## src/rtl/lobm_pkg.sv

```systemverilog
// ----------------------------------------------------------------------------
// lobm_pkg
// Shared types and codes for the limit order book matcher.
// ----------------------------------------------------------------------------
package lobm_pkg;

  localparam int MAX_ORDERS_DEF = 32;
  localparam int Q_DEPTH        = 2;

  typedef enum logic [1:0] {
    OP_LIMIT  = 2'd0,
    OP_MARKET = 2'd1,
    OP_CANCEL = 2'd2,
    OP_MODIFY = 2'd3
  } op_t;

  localparam logic [2:0] ST_RESTED    = 3'd0;
  localparam logic [2:0] ST_FILLED    = 3'd1;
  localparam logic [2:0] ST_MKT_DONE  = 3'd2;
  localparam logic [2:0] ST_CANCELLED = 3'd3;
  localparam logic [2:0] ST_UNKNOWN   = 3'd4;
  localparam logic [2:0] ST_FULL      = 3'd5;
  localparam logic [2:0] ST_IGNORED   = 3'd6;

  localparam logic KIND_TRADE = 1'b0;
  localparam logic KIND_SUM   = 1'b1;

  localparam logic SIDE_BUY  = 1'b0;
  localparam logic SIDE_SELL = 1'b1;

  typedef struct packed {
    op_t         op;
    logic        side;
    logic [31:0] price;
    logic [31:0] qty;
    logic [31:0] id;
    logic [47:0] ts;
  } cmd_t;

  typedef enum logic [1:0] {
    E_IDLE,
    E_SCAN,
    E_TRADE,
    E_SUMMARY
  } eng_state_t;

  typedef enum logic [1:0] {
    PH_MATCH,
    PH_CANCEL,
    PH_SUMMARY
  } phase_t;

endpackage

```

## src/rtl/lobm_front.sv

```systemverilog
// ----------------------------------------------------------------------------
// lobm_front
// Accepts commands, decodes the mode and queues them for the engine.
// ----------------------------------------------------------------------------
module lobm_front (
  input  logic                clk,
  input  logic                rst,
  input  logic                cmd_valid,
  output logic                cmd_stall,
  input  logic [1:0]          mode,
  input  logic                side,
  input  logic [31:0]         price,
  input  logic [31:0]         quantity,
  input  logic [31:0]         order_id,
  input  logic [47:0]         timestamp,
  output logic                q_valid,
  output lobm_pkg::cmd_t      q_cmd,
  input  logic                q_pop
);
  import lobm_pkg::*;

  localparam int QW = $clog2(Q_DEPTH);

  cmd_t            entry [Q_DEPTH];
  logic [QW-1:0]   wr_ptr;
  logic [QW-1:0]   rd_ptr;
  logic [QW:0]     count;
  cmd_t            dec;
  logic            push;
  logic            pop;

  always_comb begin
    dec.op    = op_t'(mode);
    dec.side  = side;
    dec.price = price;
    dec.qty   = quantity;
    dec.id    = order_id;
    dec.ts    = timestamp;
  end

  assign cmd_stall = (count == (QW+1)'(Q_DEPTH));
  assign push      = cmd_valid && !cmd_stall;
  assign q_valid   = (count != '0);
  assign pop       = q_pop && q_valid;
  assign q_cmd     = entry[rd_ptr];

  always_ff @(posedge clk) begin
    if (rst) begin
      wr_ptr <= '0;
      rd_ptr <= '0;
      count  <= '0;
    end else begin
      if (push) wr_ptr <= (wr_ptr == QW'(Q_DEPTH-1)) ? '0 : wr_ptr + 1'b1;
      if (pop)  rd_ptr <= (rd_ptr == QW'(Q_DEPTH-1)) ? '0 : rd_ptr + 1'b1;
      count <= count + (QW+1)'(push) - (QW+1)'(pop);
    end
  end

  always_ff @(posedge clk) begin
    if (push) entry[wr_ptr] <= dec;
  end

endmodule

```

## config.mk

```make
export PLATFORM = sky130hd
export DESIGN_NAME = lobm_front
export DESIGN_NICKNAME = d
export VERILOG_FILES = /design/src/rtl/lobm_pkg.sv /design/src/rtl/lobm_front.sv
export SDC_FILE = /design/constraint.sdc
export NUM_CORES = 1
export LEC_CHECK = 0
export ABC_AREA = 1
export BUFFER_PORTS_ARGS = -buffer_cell sky130_fd_sc_hd__buf_2
export CORE_ASPECT_RATIO = 0.9
export CORE_MARGIN = 10
export CORE_UTILIZATION = 30
export DETAILED_ROUTE_END_ITERATION = 10
export PLACE_DENSITY = 0.58
export SYNTH_ARGS = -nofsm -noshare
export SYNTH_HDL_FRONTEND = slang
export SYNTH_SLANG_ARGS = --single-unit
```

## constraint.sdc

```tcl
create_clock -name clk -period 8.2 [get_ports clk]
set_clock_uncertainty 0.05 [all_clocks]
set_input_delay 1.23 -clock clk [delete_from_list [all_inputs] [get_ports clk]]
set_output_delay 1.23 -clock clk [all_outputs]
set_load 0.05 [all_outputs]
```

**After elaboration in Yosys (flattened, before gate mapping)**

Memory sizes are Yosys's and may differ from the RTL's. A register that Yosys moved wholly into a read port is not among the register bits.
Cells that the tools add are included.
Widths: inputs -> output; s select.

- $add $sub $neg: 4
- $mul: 0
- Divide/modulo/power cells: 0
- $lt $le $gt $ge: 0
- Eq/ne operators: 1
- Shifts and indexed selects: 0
- Multiplexer cells: 6
- Bitwise operators: 0
- Reductions and logical operators: 4

Operator list:

| kind | count |
|---|---|
| $mux 1 | 6 |
| $add 1x1->1 const B | 2 |
| $add 2x1->2 | 1 |
| $eq 2x2->1 const B | 1 |
| $logic_and 1x1->1 | 2 |
| $reduce_bool 2->1 | 1 |
| $sub 2x1->2 | 1 |
| $logic_not 1->1 | 1 |

- Bits in registers: 4
- Latch bits: 0
- Memory bits (writable): 294
- Memory bits (read-only): 0
- Input port bits: 151
- Output and inout bits: 149
- Memories: 1

Memory list:

| name | depth | width | rd ports | clocked after memory_dff | write ports | RTL line | text |
|---|---|---|---|---|---|---|---|
| entry | 2 | 147 | 1 | 1 | 1 | lobm_front.sv:24 | `cmd_t entry [Q_DEPTH];` |

**Depth between registers and ports, before layout**

- Depth after elaboration: 5
- Depth in mapped cells: 11
- Gate-level depth less buffers: 11

**Worst setup path before layout**

OpenSTA, ideal clock, no wires.

- Path kind: in2reg
- Start point: input cmd_valid
- End point: memory entry[0][0] in the netlist's numbering (enable)
- Library setup time: 0.655 ns
- Data arrival time: 7.402 ns
- Setup slack: 0.093 ns
- Stages on the path: 2
- Buffers on the path: 0
- Cell sequence: nand2_1 -> nor2_1

- Word-level cells in the longest chain between the ends: 3

RTL lines:

| what | RTL line | text |
|---|---|---|
| from (decl) | lobm_front.sv:8 | `input logic cmd_valid,` |
| $logic_and 1x1->1 | lobm_front.sv:42 | `assign push = cmd_valid && !cmd_stall;` |
| $mux 1 | lobm_front.sv:60 | `if (push) entry[wr_ptr] <= dec;` |
| $mux 1 (implied by the code) | lobm_front.sv:60 |  |
| to (decl) | lobm_front.sv:24 |  |

Every way passes these cells.

==> flow_summary.toml <==
[timing]
hold_ws_ns = 0.463
worst_slack_ns = 3.71
maxSlewViolCount = 0
max_slew_margin_pct = 29.0
finalSetupTns_ns = 0
finalSetupViolations = 0
period_needed_ns = 4.49
hold_viol = 0
worst_slew_pin_slew_ns = 1.06
rsz0062_at_grt = "no"
fmax_ghz = 0.223
period_share_pct = 54.8

[placement]
hpwl_um = 16500
place_congestion = 0.747
post-place-ws_ns = 4.14
io_buffers = 299

[grt]
overflow = 0
grtUsageTotal_pct = 10.3
grt_pass1_vias = 6082
grt_first_pass_wirelength_um = 36500
grt_max_degree = 81
antenna_found_initial = 1

[run]
maxCapViolCount = 0

[floorplanning]
rows = 66
die_w_um = 221
ioPinCount = 300
start_util_pct = 30.3
core_um2 = 36000
die-area_um2 = 44400
fp.dieH_um = 201

[power]
p_leak_nw = 5.09
power_frac_comb_pct = 32.6
power_frac_seq_pct = 41.2
p_sw_mw = 1.82
peakVddDrop_mv = 0.257
power_density_nw_per_um2 = 356
power_frac_clock_pct = 26.2
switching_share_pct = 36.9
p_int_mw = 3.10
fin_total_pwr_mw = 4.92

[setup_path]
critPathArrivalTime_ns = 3.21
end_kind = "output pin"
crit_fanout = 76
worstSetupStartpointType = "flip-flop"
crit_type = "reg2out"
r2r_cells = 5
cp.required_ns = 6.92

[drt]
via_count = 5564
dr.pass1.iters = 4
m1WireLength_um = 9870
routed_wl_um = 23900
drcViolationCount = 0
wl_met2_um = 11700
top_layer = "met5"
vias_per_cell = 4.24
route.met3.wl_um = 1780
wl_per_cell_um = 18.2
ant_nets = 0
drt_iter0_markers = 296

[logic_synthesis]
ys_seq_area_share_pct = 81.8
synth_top_area_share_pct = 80.9
synth_area_leaders = "edfxtp_1, mux2_2, buf_6"
synth_cells = 496
synth_nets = 649
synthesis.area_um2 = 10900
yosysWarningCount = 0
synth_cell_type_count = 11
synth_area_per_cell_um2 = 22.0
synth_top_area_cell = "edfxtp_1"
yosys_register_bits = 299

[final_layout]
post-route-util_pct = 38.3
num-nets-final = 969
n_antenna_cell = 0
syn2layout_area_growth_pct = 26.5
drive_above_1_share_pct = 59.2

[clock_tree]
cts_buffers = 31
cts-hold-fix-buffers = 0
postCtsSetupBuffers = 0
cts_resized = 0
clock_sinks = 299
cts_tree = "built"
cts_buffer_depth = 3
clkTransAtPathRegs_ns = 0.06
h-tree-depth = 1
clk_latency_ns = 0.56
cts_root_buf = "clkbuf_16"

[hold_path]
min_delay_path_depth = 2
worstHoldPathType = "reg2reg"

[outcome]
status = "finished, final reports clean"
## sequential cells by signal, indices dropped and copies added, names as in the netlist, named ones only
register  flops
entry       294
rd_ptr        1
count         2
wr_ptr        1
## logic make-up after synthesis
| logic type | after synthesis | synth area share (%) |
|---|---|---|
| DFF | 299 | 81.8 |
| muxes | 147 | 15.2 |
| buffers and inverters | 26 | 1.94 |
| and+or+nand+nor | 20 | 0.723 |
| AOI/OAI and AO/OA | 2 | 0.0918 |
| adders and majority gates | 2 | 0.229 |
## metrics by stage
stage,area [um2],cells
finish,13800,1312
floorplan,10900,496
detailed placement,12900,1259
CTS,13800,1312
global route,13800,1312
global placement,12900,1259
## final cells by class
| type | instances | area [um2] |
|---|---|---|
| Clock buffer | 35 | 791 |
| Clock inverter | 18 | 138 |
| Tap cell | 476 | 596 |
| Timing Repair Buffer | 303 | 1530 |
| Multi-Input combinational cell | 171 | 1780 |
| Inverter | 10 | 42.5 |
| Fill cell | 3399 | 22200 |
| Sequential cell | 299 | 8930 |
## cells in the mapped netlist
cell type and number:
edfxtp_1 294, mux2_2 147, buf_6 15, inv_1 10, nor2_1 9, nand2_1 8
dfxtp_1 5, nand3_1 3, a21oi_1 2, ha_1 2, buf_2 1
## layer usage
metal	global-route usage [%]	vias up
met5	0	-
met4	3.01	2
met3	3.89	41
met2	17.0	192
met1	12.2	2738
li1	-	2591
## placed cells by master (no fill, tap or decap)
cell type	netlist	layout
buf_2	1	299
ha_1	2	2
inv_1	10	9
clkbuf_16	0	31
a21oi_1	2	2
clkbuf_1	0	4
nand2_1	8	8
nor2_1	9	8
clkinvlp_4	0	1
clkinv_2	0	7
inv_6	0	2
mux2_2	147	147
nor2_4	0	1
edfxtp_1	294	294
dfxtp_1	5	4
buf_4	0	4
bufinv_16	0	2
nand3_1	3	3
clkinv_1	0	7
dfxtp_4	0	1
## power by group through the flow
stage	combinational [mW]	clock, mW	sequential, mW
3_3_place_gp	1.63	0	2.06
5_1_grt	1.69	1.40	2.05
3_5_place_dp	1.63	0	2.07
4_1_cts	1.64	1.33	2.04
2_1_floorplan	1.31	0	2.05
6_report	1.60	1.29	2.03
## worst paths after layout
check | start | endpoint | slack (ns)
setup / recovery | flip-flop | q_cmd[124] | 3.71
hold / removal | rd_ptr$_SDFFE_PP0P_ | rd_ptr$_SDFFE_PP0P_ | 0.46
setup reg to reg | count[0]$_SDFF_PP0_ | entry[1][58]$_DFFE_PP_ | 5.55
hold reg to reg | rd_ptr$_SDFFE_PP0P_ | rd_ptr$_SDFFE_PP0P_ | 0.46
## critical path: stages, from the launching register on
cell and delay (ns):
dfxtp_4 0.95, buf_4 0.87, mux2_2 0.44, buf_2 0.22
Power figures use the tool's default switching activity.
